--- config.mk ---
export PLATFORM = sky130hd
export DESIGN_NAME = tilt_gesture_command_classifier
export DESIGN_NICKNAME = d
export VERILOG_FILES = /design/src/tgc_pkg.sv /design/src/tgc_filter.sv /design/src/tgc_steer.sv /design/src/tgc_decide.sv /design/src/tilt_gesture_command_classifier.sv
export SDC_FILE = /design/constraint.sdc
export NUM_CORES = 2
export LEC_CHECK = 0
export BUFFER_PORTS_ARGS = -buffer_cell sky130_fd_sc_hd__buf_4
export CAP_MARGIN = 10
export CORE_MARGIN = 2
export CORE_UTILIZATION = 61
export DETAILED_ROUTE_END_ITERATION = 16
export PLACE_DENSITY = 0.78
export RECOVER_POWER = 25
export SYNTH_ARGS = -nofsm -noshare
export SYNTH_HDL_FRONTEND = slang
export SYNTH_SLANG_ARGS = --single-unit
--- constraint.sdc ---
create_clock -name aclk -period 22.6 [get_ports aclk]
set_input_delay 4.52 -clock aclk [delete_from_list [all_inputs] [get_ports aclk]]
set_output_delay 4.52 -clock aclk [all_outputs]
set_load 0.01 [all_outputs]
--- src/tgc_pkg.sv ---
// ============================================================================
// tgc_pkg: shared types, constants and helpers of the tilt gesture classifier
// Holds the command codes, register indexes, filter window constants and the
// constant divider used by the running-mean filter.
// ============================================================================
package tgc_pkg;

    // Running-mean window length and the width of the slot counter.
    localparam int WINDOW_LEN = 5;
    localparam int SLOT_W     = (WINDOW_LEN > 1) ? $clog2(WINDOW_LEN) : 1;

    // Division by WINDOW_LEN is a multiplication by a rounded-up reciprocal.
    // With a 27-bit shift the quotient is exact for magnitudes up to 2**22
    // for every window length from 2 to 16.
    localparam int DIV_SHIFT = 27;
    localparam logic [27:0] DIV_MULT =
        28'(((64'd1 << DIV_SHIFT) + 64'(WINDOW_LEN) - 64'd1) / 64'(WINDOW_LEN));

    // Q16 unit directions at 10 and 40 degrees.
    localparam logic signed [17:0] COS10 = 18'sd64540;
    localparam logic signed [17:0] SIN10 = 18'sd11380;
    localparam logic signed [17:0] COS40 = 18'sd50204;
    localparam logic signed [17:0] SIN40 = 18'sd42125;

    // Register reset values.
    localparam logic signed [15:0] PAUSE_ENTER_RESET = 16'sd970;
    localparam logic signed [15:0] PAUSE_EXIT_RESET  = 16'sd900;
    localparam logic [21:0]        JUMP_RATE_RESET   = 22'd100000;

    typedef enum logic [3:0] {
        CMD_NEUTRAL    = 4'd0,
        CMD_PAUSE      = 4'd1,
        CMD_JUMP       = 4'd2,
        CMD_SPECIAL    = 4'd3,
        CMD_SOFT_LEFT  = 4'd4,
        CMD_HARD_LEFT  = 4'd5,
        CMD_SOFT_RIGHT = 4'd6,
        CMD_HARD_RIGHT = 4'd7,
        CMD_ACCEL      = 4'd8
    } cmd_t;

    typedef enum logic [1:0] {
        REG_PAUSE_ENTER = 2'd0,
        REG_PAUSE_EXIT  = 2'd1,
        REG_JUMP_RATE   = 2'd2
    } reg_idx_t;

    typedef struct packed {
        logic signed [15:0] pause_enter;
        logic signed [15:0] pause_exit;
        logic [21:0]        jump_rate;
    } cfg_t;

    typedef struct packed {
        logic signed [15:0] mean_x;
        logic signed [15:0] mean_y;
        logic signed [15:0] mean_z;
        logic signed [22:0] mean_rate;
        logic               button;
    } means_t;

    typedef struct packed {
        logic z_above;
        logic z_below;
        logic rate_high;
        logic button;
        cmd_t steer_cmd;
    } feat_t;

    // Signed division by WINDOW_LEN, truncated toward zero.
    function automatic logic signed [22:0] div_window(input logic signed [22:0] v);
        logic [22:0] mag;
        logic [50:0] prod;
        logic [22:0] quo;
        mag  = v[22] ? (~v + 23'd1) : v;
        prod = {28'd0, mag} * {23'd0, DIV_MULT};
        quo  = prod[DIV_SHIFT +: 23];
        return v[22] ? $signed(~quo + 23'd1) : $signed(quo);
    endfunction

endpackage

--- src/tgc_filter.sv ---
// ============================================================================
// tgc_filter: input register and running-mean filter
// Stage one registers each sample already divided by the window length;
// stage two keeps the delay lines and updates the four running means.
// ============================================================================
module tgc_filter (
    input  logic                aclk,
    input  logic                aresetn,
    input  logic                en,
    input  logic                in_valid,
    input  logic signed [15:0]  accel_x,
    input  logic signed [15:0]  accel_y,
    input  logic signed [15:0]  accel_z,
    input  logic signed [22:0]  gyro_x,
    input  logic                sample_ok,
    input  logic                button_pressed,
    output logic                out_valid,
    output tgc_pkg::means_t     means
);

    // Stage one: scaled sample.
    logic               s1_valid_reg, s1_ok_reg, s1_btn_reg;
    logic signed [15:0] qx_reg, qy_reg, qz_reg;
    logic signed [22:0] qr_reg;
    logic signed [15:0] qx_next, qy_next, qz_next;
    logic signed [22:0] qr_next;

    assign qx_next = 16'(tgc_pkg::div_window({{7{accel_x[15]}}, accel_x}));
    assign qy_next = 16'(tgc_pkg::div_window({{7{accel_y[15]}}, accel_y}));
    assign qz_next = 16'(tgc_pkg::div_window({{7{accel_z[15]}}, accel_z}));
    assign qr_next = tgc_pkg::div_window(gyro_x);

    always_ff @(posedge aclk) begin
        if (!aresetn) begin
            s1_valid_reg <= 1'b0;
            s1_ok_reg    <= 1'b0;
            s1_btn_reg   <= 1'b0;
        end else if (en) begin
            s1_valid_reg <= in_valid;
            s1_ok_reg    <= sample_ok;
            s1_btn_reg   <= button_pressed;
        end
    end

    always_ff @(posedge aclk) begin
        if (en) begin
            qx_reg <= qx_next;
            qy_reg <= qy_next;
            qz_reg <= qz_next;
            qr_reg <= qr_next;
        end
    end

    // Stage two: delay lines hold the scaled samples, so the oldest term
    // leaves the sum exactly as it entered.
    logic signed [15:0] hist_x_reg [tgc_pkg::WINDOW_LEN];
    logic signed [15:0] hist_y_reg [tgc_pkg::WINDOW_LEN];
    logic signed [15:0] hist_z_reg [tgc_pkg::WINDOW_LEN];
    logic signed [22:0] hist_r_reg [tgc_pkg::WINDOW_LEN];
    logic [tgc_pkg::SLOT_W-1:0] slot_reg, slot_next;
    logic signed [15:0] mean_x_reg, mean_y_reg, mean_z_reg;
    logic signed [22:0] mean_r_reg;
    logic signed [15:0] mean_x_next, mean_y_next, mean_z_next;
    logic signed [22:0] mean_r_next;
    logic               s2_valid_reg, s2_btn_reg;
    logic               upd;

    assign upd = en && s1_valid_reg && s1_ok_reg;

    always_comb begin
        mean_x_next = mean_x_reg - hist_x_reg[slot_reg] + qx_reg;
        mean_y_next = mean_y_reg - hist_y_reg[slot_reg] + qy_reg;
        mean_z_next = mean_z_reg - hist_z_reg[slot_reg] + qz_reg;
        mean_r_next = mean_r_reg - hist_r_reg[slot_reg] + qr_reg;
        slot_next   = (slot_reg == tgc_pkg::SLOT_W'(tgc_pkg::WINDOW_LEN - 1)) ?
                      '0 : slot_reg + 1'b1;
    end

    always_ff @(posedge aclk) begin
        if (!aresetn) begin
            for (int i = 0; i < tgc_pkg::WINDOW_LEN; i++) begin
                hist_x_reg[i] <= '0;
                hist_y_reg[i] <= '0;
                hist_z_reg[i] <= '0;
                hist_r_reg[i] <= '0;
            end
            slot_reg     <= '0;
            mean_x_reg   <= '0;
            mean_y_reg   <= '0;
            mean_z_reg   <= '0;
            mean_r_reg   <= '0;
            s2_valid_reg <= 1'b0;
            s2_btn_reg   <= 1'b0;
        end else begin
            if (upd) begin
                hist_x_reg[slot_reg] <= qx_reg;
                hist_y_reg[slot_reg] <= qy_reg;
                hist_z_reg[slot_reg] <= qz_reg;
                hist_r_reg[slot_reg] <= qr_reg;
                slot_reg   <= slot_next;
                mean_x_reg <= mean_x_next;
                mean_y_reg <= mean_y_next;
                mean_z_reg <= mean_z_next;
                mean_r_reg <= mean_r_next;
            end
            if (en) begin
                s2_valid_reg <= s1_valid_reg;
                s2_btn_reg   <= s1_btn_reg;
            end
        end
    end

    assign out_valid        = s2_valid_reg;
    assign means.mean_x     = mean_x_reg;
    assign means.mean_y     = mean_y_reg;
    assign means.mean_z     = mean_z_reg;
    assign means.mean_rate  = mean_r_reg;
    assign means.button     = s2_btn_reg;

endmodule

--- src/tgc_steer.sv ---
// ============================================================================
// tgc_steer: threshold compares and tilt sector classification
// Compares the means with the configured levels and finds the steering
// sector of the filtered (x, y) vector by cross products with fixed directions.
// ============================================================================
module tgc_steer (
    input  logic             aclk,
    input  logic             aresetn,
    input  logic             en,
    input  logic             in_valid,
    input  tgc_pkg::means_t  means,
    input  tgc_pkg::cfg_t    cfg,
    output logic             out_valid,
    output tgc_pkg::feat_t   feat
);

    logic signed [15:0] mx, my;
    logic signed [34:0] b10, a10, l40, r40;
    logic signed [23:0] rate_ext, level_ext;
    tgc_pkg::cmd_t      steer_next;
    tgc_pkg::feat_t     feat_reg, feat_next;
    logic               valid_reg;

    assign mx = means.mean_x;
    assign my = means.mean_y;

    // Sign of each cross product tells on which side of a direction the
    // vector lies.
    assign b10 = my * tgc_pkg::COS10 + mx * tgc_pkg::SIN10;
    assign a10 = my * tgc_pkg::COS10 - mx * tgc_pkg::SIN10;
    assign l40 = my * tgc_pkg::COS40 + mx * tgc_pkg::SIN40;
    assign r40 = my * tgc_pkg::COS40 - mx * tgc_pkg::SIN40;

    always_comb begin
        if (mx <= 16'sd0) begin
            if (mx == 16'sd0 && my == 16'sd0) begin
                steer_next = tgc_pkg::CMD_ACCEL;
            end else if (my > 16'sd0 || (my == 16'sd0 && mx < 16'sd0)) begin
                steer_next = tgc_pkg::CMD_HARD_RIGHT;
            end else begin
                steer_next = tgc_pkg::CMD_HARD_LEFT;
            end
        end else if (b10 < 35'sd0) begin
            steer_next = (l40 >= 35'sd0) ? tgc_pkg::CMD_SOFT_LEFT : tgc_pkg::CMD_HARD_LEFT;
        end else if (b10 == 35'sd0) begin
            steer_next = tgc_pkg::CMD_NEUTRAL;
        end else if (a10 > 35'sd0) begin
            steer_next = (r40 <= 35'sd0) ? tgc_pkg::CMD_SOFT_RIGHT : tgc_pkg::CMD_HARD_RIGHT;
        end else if (a10 == 35'sd0) begin
            steer_next = tgc_pkg::CMD_NEUTRAL;
        end else begin
            steer_next = tgc_pkg::CMD_ACCEL;
        end
    end

    assign rate_ext  = {means.mean_rate[22], means.mean_rate};
    assign level_ext = {2'b00, cfg.jump_rate};

    always_comb begin
        feat_next.z_above   = means.mean_z > cfg.pause_enter;
        feat_next.z_below   = means.mean_z < cfg.pause_exit;
        feat_next.rate_high = rate_ext > level_ext;
        feat_next.button    = means.button;
        feat_next.steer_cmd = steer_next;
    end

    always_ff @(posedge aclk) begin
        if (!aresetn) begin
            valid_reg <= 1'b0;
        end else if (en) begin
            valid_reg <= in_valid;
        end
    end

    always_ff @(posedge aclk) begin
        if (en) begin
            feat_reg <= feat_next;
        end
    end

    assign out_valid = valid_reg;
    assign feat      = feat_reg;

endmodule

--- src/tgc_decide.sv ---
// ============================================================================
// tgc_decide: pause and button state, command list and result buffer
// Applies the pause hysteresis, jump and special rules to each item and hands
// out its one to three commands in order, one per cycle while m_ready is high.
// ============================================================================
module tgc_decide (
    input  logic            aclk,
    input  logic            aresetn,
    input  logic            en,
    input  logic            in_valid,
    input  tgc_pkg::feat_t  feat,
    input  logic            m_ready,
    output logic            buf_free,
    output logic            m_valid,
    output logic [3:0]      m_command,
    output logic            m_last
);

    logic          paused_reg, paused_next;
    logic          pending_reg, pending_next;
    tgc_pkg::cmd_t buf_reg [3];
    tgc_pkg::cmd_t buf_next [3];
    logic [1:0]    cnt_reg, cnt_next;

    logic          pend, tog_on, tog_off, p_mid, p_new, toggled;
    logic          jump, special, load, pop;
    tgc_pkg::cmd_t main_cmd;

    always_comb begin
        pend    = pending_reg | feat.button;
        tog_on  = feat.z_above && !paused_reg;
        p_mid   = paused_reg | tog_on;
        tog_off = feat.z_below && p_mid;
        p_new   = p_mid && !tog_off;
        toggled = tog_on || tog_off;
        jump    = feat.rate_high && !p_new;
        special = pend && !p_new;

        // Steering only while playing and only when the pause state held;
        // a jump turns any left tilt into neutral.
        priority if (toggled) begin
            main_cmd = tgc_pkg::CMD_PAUSE;
        end else if (p_new) begin
            main_cmd = tgc_pkg::CMD_NEUTRAL;
        end else if (jump && (feat.steer_cmd == tgc_pkg::CMD_SOFT_LEFT ||
                              feat.steer_cmd == tgc_pkg::CMD_HARD_LEFT)) begin
            main_cmd = tgc_pkg::CMD_NEUTRAL;
        end else begin
            main_cmd = feat.steer_cmd;
        end
    end

    assign buf_free = (cnt_reg == 2'd0) || (cnt_reg == 2'd1 && m_ready);
    assign load     = in_valid && en;
    assign pop      = m_valid && m_ready;

    always_comb begin
        buf_next     = buf_reg;
        cnt_next     = cnt_reg;
        paused_next  = paused_reg;
        pending_next = pending_reg;
        if (pop) begin
            buf_next[0] = buf_reg[1];
            buf_next[1] = buf_reg[2];
            cnt_next    = cnt_reg - 2'd1;
        end
        if (load) begin
            paused_next  = p_new;
            pending_next = pend && !special;
            unique case ({jump, special})
                2'b11: begin
                    buf_next[0] = tgc_pkg::CMD_JUMP;
                    buf_next[1] = tgc_pkg::CMD_SPECIAL;
                    buf_next[2] = main_cmd;
                    cnt_next    = 2'd3;
                end
                2'b10: begin
                    buf_next[0] = tgc_pkg::CMD_JUMP;
                    buf_next[1] = main_cmd;
                    cnt_next    = 2'd2;
                end
                2'b01: begin
                    buf_next[0] = tgc_pkg::CMD_SPECIAL;
                    buf_next[1] = main_cmd;
                    cnt_next    = 2'd2;
                end
                default: begin
                    buf_next[0] = main_cmd;
                    cnt_next    = 2'd1;
                end
            endcase
        end
    end

    always_ff @(posedge aclk) begin
        if (!aresetn) begin
            paused_reg  <= 1'b0;
            pending_reg <= 1'b0;
            cnt_reg     <= 2'd0;
        end else begin
            paused_reg  <= paused_next;
            pending_reg <= pending_next;
            cnt_reg     <= cnt_next;
        end
    end

    always_ff @(posedge aclk) begin
        buf_reg <= buf_next;
    end

    assign m_valid   = (cnt_reg != 2'd0);
    assign m_command = buf_reg[0];
    assign m_last    = (cnt_reg == 2'd1);

endmodule

--- src/tilt_gesture_command_classifier.sv ---
// ============================================================================
// tilt_gesture_command_classifier: motion samples in, game commands out
// Top level with the register port, the pipeline advance control and the
// filter, classification and decision stages.
// ============================================================================
// Each request on the s_ channel carries one motion sample: three
// accelerations, the x angular rate, a read-ok flag and a button event.
// Each request on the m_ channel carries one command; m_last marks the final
// command of a sample, which yields one to three commands in the order
// jump, special, then the main command, which is always present.
//
// The block is a four-register pipeline: input register with the divide by
// the window length, running-mean update, threshold and sector compares,
// and a three-entry result buffer. With m_ready high the buffer hands out
// one command per cycle and takes the next sample as its last command
// leaves, so single-command samples are accepted back to back; a sample
// with more commands holds the buffer until its last command is taken.
//
// While the receiver holds m_ready low, the buffer keeps its command and the
// earlier stages fill until the compare stage holds a sample the buffer
// cannot take; then every stage freezes and s_ready drops in the same cycle,
// so no sample is dropped or duplicated. Reset (aresetn low, synchronous)
// clears the delay lines, means, pause and button state and result buffer,
// and loads the default levels. The user must see that registers are written
// only while idle; the block has no check for it.
// ============================================================================
module tilt_gesture_command_classifier (
    input  logic               aclk,
    input  logic               aresetn,
    // Sample channel.
    input  logic               s_valid,
    output logic               s_ready,
    input  logic signed [15:0] s_accel_x,
    input  logic signed [15:0] s_accel_y,
    input  logic signed [15:0] s_accel_z,
    input  logic signed [22:0] s_gyro_x,
    input  logic               s_sample_ok,
    input  logic               s_button_pressed,
    // Command channel.
    output logic               m_valid,
    input  logic               m_ready,
    output logic [3:0]         m_command,
    output logic               m_last,
    // Register port.
    input  logic               psel,
    input  logic               penable,
    input  logic               pwrite,
    input  logic [3:0]         paddr,
    input  logic [31:0]        pwdata,
    output logic [31:0]        prdata,
    output logic               pready
);

    // Configuration registers. Register i sits at byte address 4*i.
    logic signed [15:0] pause_enter_reg;
    logic signed [15:0] pause_exit_reg;
    logic [21:0]        jump_rate_reg;
    logic               cfg_wr;
    tgc_pkg::reg_idx_t  cfg_idx;
    tgc_pkg::cfg_t      cfg;

    assign pready  = 1'b1;
    assign cfg_wr  = psel && penable && pwrite && pready;
    assign cfg_idx = tgc_pkg::reg_idx_t'(paddr[3:2]);

    always_ff @(posedge aclk) begin
        if (!aresetn) begin
            pause_enter_reg <= tgc_pkg::PAUSE_ENTER_RESET;
            pause_exit_reg  <= tgc_pkg::PAUSE_EXIT_RESET;
            jump_rate_reg   <= tgc_pkg::JUMP_RATE_RESET;
        end else if (cfg_wr) begin
            unique case (cfg_idx)
                tgc_pkg::REG_PAUSE_ENTER: pause_enter_reg <= pwdata[15:0];
                tgc_pkg::REG_PAUSE_EXIT:  pause_exit_reg  <= pwdata[15:0];
                tgc_pkg::REG_JUMP_RATE:   jump_rate_reg   <= pwdata[21:0];
                default: begin
                end
            endcase
        end
    end

    // Read data: the signed levels come back sign-extended.
    always_comb begin
        unique case (cfg_idx)
            tgc_pkg::REG_PAUSE_ENTER: prdata = {{16{pause_enter_reg[15]}}, pause_enter_reg};
            tgc_pkg::REG_PAUSE_EXIT:  prdata = {{16{pause_exit_reg[15]}}, pause_exit_reg};
            tgc_pkg::REG_JUMP_RATE:   prdata = {10'd0, jump_rate_reg};
            default:                  prdata = 32'd0;
        endcase
    end

    assign cfg.pause_enter = pause_enter_reg;
    assign cfg.pause_exit  = pause_exit_reg;
    assign cfg.jump_rate   = jump_rate_reg;

    // Pipeline advance: every stage moves together unless the item in the
    // compare stage has nowhere to go because the result buffer is busy.
    logic            en;
    logic            s2_valid, s3_valid, buf_free;
    tgc_pkg::means_t means;
    tgc_pkg::feat_t  feat;

    assign en      = !s3_valid || buf_free;
    assign s_ready = en;

    tgc_filter u_filter (
        .aclk           (aclk),
        .aresetn        (aresetn),
        .en             (en),
        .in_valid       (s_valid),
        .accel_x        (s_accel_x),
        .accel_y        (s_accel_y),
        .accel_z        (s_accel_z),
        .gyro_x         (s_gyro_x),
        .sample_ok      (s_sample_ok),
        .button_pressed (s_button_pressed),
        .out_valid      (s2_valid),
        .means          (means)
    );

    tgc_steer u_steer (
        .aclk      (aclk),
        .aresetn   (aresetn),
        .en        (en),
        .in_valid  (s2_valid),
        .means     (means),
        .cfg       (cfg),
        .out_valid (s3_valid),
        .feat      (feat)
    );

    tgc_decide u_decide (
        .aclk      (aclk),
        .aresetn   (aresetn),
        .en        (en),
        .in_valid  (s3_valid),
        .feat      (feat),
        .m_ready   (m_ready),
        .buf_free  (buf_free),
        .m_valid   (m_valid),
        .m_command (m_command),
        .m_last    (m_last)
    );

endmodule

==> run metrics <==
hold_buf cts 0; met2 Usage GRT 53.7%; pin count of the biggest net entering global routing 95; CTS max path bufs 3; DIE WIDTH 393 um; outcome complete, but fails checks; Core Region 150,000 um2; layout cells sized above 1 6.84%; io pins 156; Worst Path Arrival 14,190 ps; post-cts sizing count 0; grt peak-use layer met2; initial antenna violation count 4; violated checks capacitance limit, slew limit; sequential area share after synthesis 24.5%; Top FF cell, synth edfxtp_1; max reg flops 184; Synth Warn # 0; maxcap violations 5; CTS H-tree lvls 3; most frequent cells in the layout inv_1 (1,772), ha_1 (1,411), fa_1 (906); RSZ-0062 raised after global routing false; setup tns final 0 ps; Die ar. 154,000 um2; Crit. End Element flip-flop; Detail Placement HPWL 184 mm; commonest non-fill, non-tap cell in the layout inv_1; post-route setup slack 8860 ps; Crit-path slowest cell o41ai_1; crit share post-route 60.8%; Required @ worst endpoint 23,050 ps; fin nets 11,500; final hold viol count 0; FF+latch count, synth 800; Die H 393 um; vias in the first global route 68,500; Rows 142; Clk pin slew, worst setup/hold paths 60 ps; Period minus WS final 13,740 ps; Post CTS Setup Buffer Count 0; ANT cells 0; clock skew 49.4 ps; Setup-failing EPs final 0; CTS buffer count 84; Post-synth EDFFs 655; pre-CTS WS 8270 ps; worst slew pin tran 3330 ps; fmax 72.8 MHz; Setup CP Type input pin to flip-flop; Routed WL 237 mm; utilization after layout 65.6%; P&R area growth vs syn 6.69%; wire per inst 21.3 um; Worst path max stage delay 810 ps; met3 usage 4.15%; cell mode on critical path fa_1; CP Launch Type input pin; Mapped Area 92,200 um2; syn avg cell area 10.3 um2; DRC viols 0; root buf cell clkbuf_16; Async S/R FF share, synth 0%; total global routing overflow 0; Slew headroom -122%; via count 66,200; Global Route Usage Sum 31.1%; Min-Delay Path Class flip-flop to flip-flop; CTS tree yes; Max Slew Vio Count 180; clk_lat worst skew 680 ps; first-pass GRT wire length 375 mm; unique cell type count in the Yosys netlist 111; met1 Usage GRT 40.4%; Synth Instances 8,959; largest fanout on the critical path 13; Detailed Route Iter0 Violations 5,701; Routed Antenna Nets 0; via/cell ratio 5.95; Port Buf Inserts 142; Final GP Congestion 0.995; CTS Sinks 800; DR pass1 iterations 7; Initial Util 61.5%
[per-stage QoR]
step | hold WS, ps | std cells | instance area (um2)
global placement | 436 | 11000 | 95500
global route | 477 | 11100 | 98400
CTS | 461 | 11100 | 98400
finish | 448 | 11100 | 98400
detailed placement | 433 | 11000 | 95500
floorplan | 409 | 9033 | 92500
[cell type report]
class                   count  area [um2]
clock inverters            59         657
clock buffers              99        2230
inverters                1777        6670
well taps                2016        2520
multi-input cells        6206       62300
fillers                 11500       51600
repair buffers            185        1360
flip-flops and latches    800       22600
[cells in the mapped netlist, types with 10 or more instances]
cell          n  share of area (%)
a21boi_0     86               0.70
dfxtp_1     145                3.1
edfxtp_1    655                 21
o211ai_1     54               0.44
or4_1        17               0.14
xor2_1       99               0.94
a211oi_1     40               0.33
o21ai_0     281                1.5
o41ai_1      19               0.18
inv_1      1773                7.2
a21oi_1     359                1.9
mux2i_1      45               0.49
nor2b_1      85               0.58
nor2_1      293                1.2
buf_1        26               0.11
a31oi_1      39               0.26
or3_1        34               0.23
nor3_1      100               0.54
nand4_1      59               0.40
a21o_1      136                1.1
buf_4        15               0.12
nand3_1     103               0.56
fa_1        906                 20
o31ai_1      52               0.42
o21bai_1     51               0.42
ha_1       1411                 19
a2111oi_0    12               0.11
mux4_2      142                3.5
o21a_1       45               0.37
o21ai_1      24               0.13
o31a_1       13               0.12
xnor2_1     288                2.7
nand2_1     446                1.8
or2_2        28               0.19
and2_1      294                2.0
clkbuf_1    201               0.82
o2111ai_1    13               0.12
and3_1       38               0.26
a221oi_1     10              0.095
mux2_2       78               0.95
nand2b_1     73               0.50
a211o_1      13               0.12
nor4_1      168                1.1
[worst max-delay path, delay by kind of cell]
family / cells / cell delay (ps)
adders and majority gates: 9 / 3760
buffers and inverters: 6 / 660
and+or+nand+nor: 7 / 1950
AOI/OAI and AO/OA: 7 / 2390
xor gates and xnor gates: 3 / 870
[cells by family (layout without fill, tap and decap cells)]
group	Yosys count	after routing	synth area share (%)
mux	265	265	4.91
compound gates	1372	1372	9.73
fa+ha+maj	2317	2317	38.8
xor+xnor	388	388	3.69
flops	800	800	24.5
simple gates	1788	1788	10.0
other cells	2	76	0.00815
buf+inv	2027	2120	8.32
[path summary, 6_finish.rpt]
kind                                        startpoint                   to  slack, ps  depth (start not counted)
worst max register to register  u_filter.mean_x_reg[3]      u_steer.feat[0]      11190                         40
worst min register to register     u_filter.s2_btn_reg      u_steer.feat[4]        450                          0
worst max-delay path                      s_accel_z[0]  u_filter.qz_reg[14]       8860                         32
worst min-delay path               u_filter.s2_btn_reg      u_steer.feat[4]        450                          0
[routing by layer]
layer,wire [um],vias up
met5,46,-
met4,7880,8
met3,16700,436
met2,117000,2504
met1,96000,32800
li1,-,30500
Power is not shown: default switching activity piles up to over one toggle a cycle in this logic, so the estimate is an artifact.
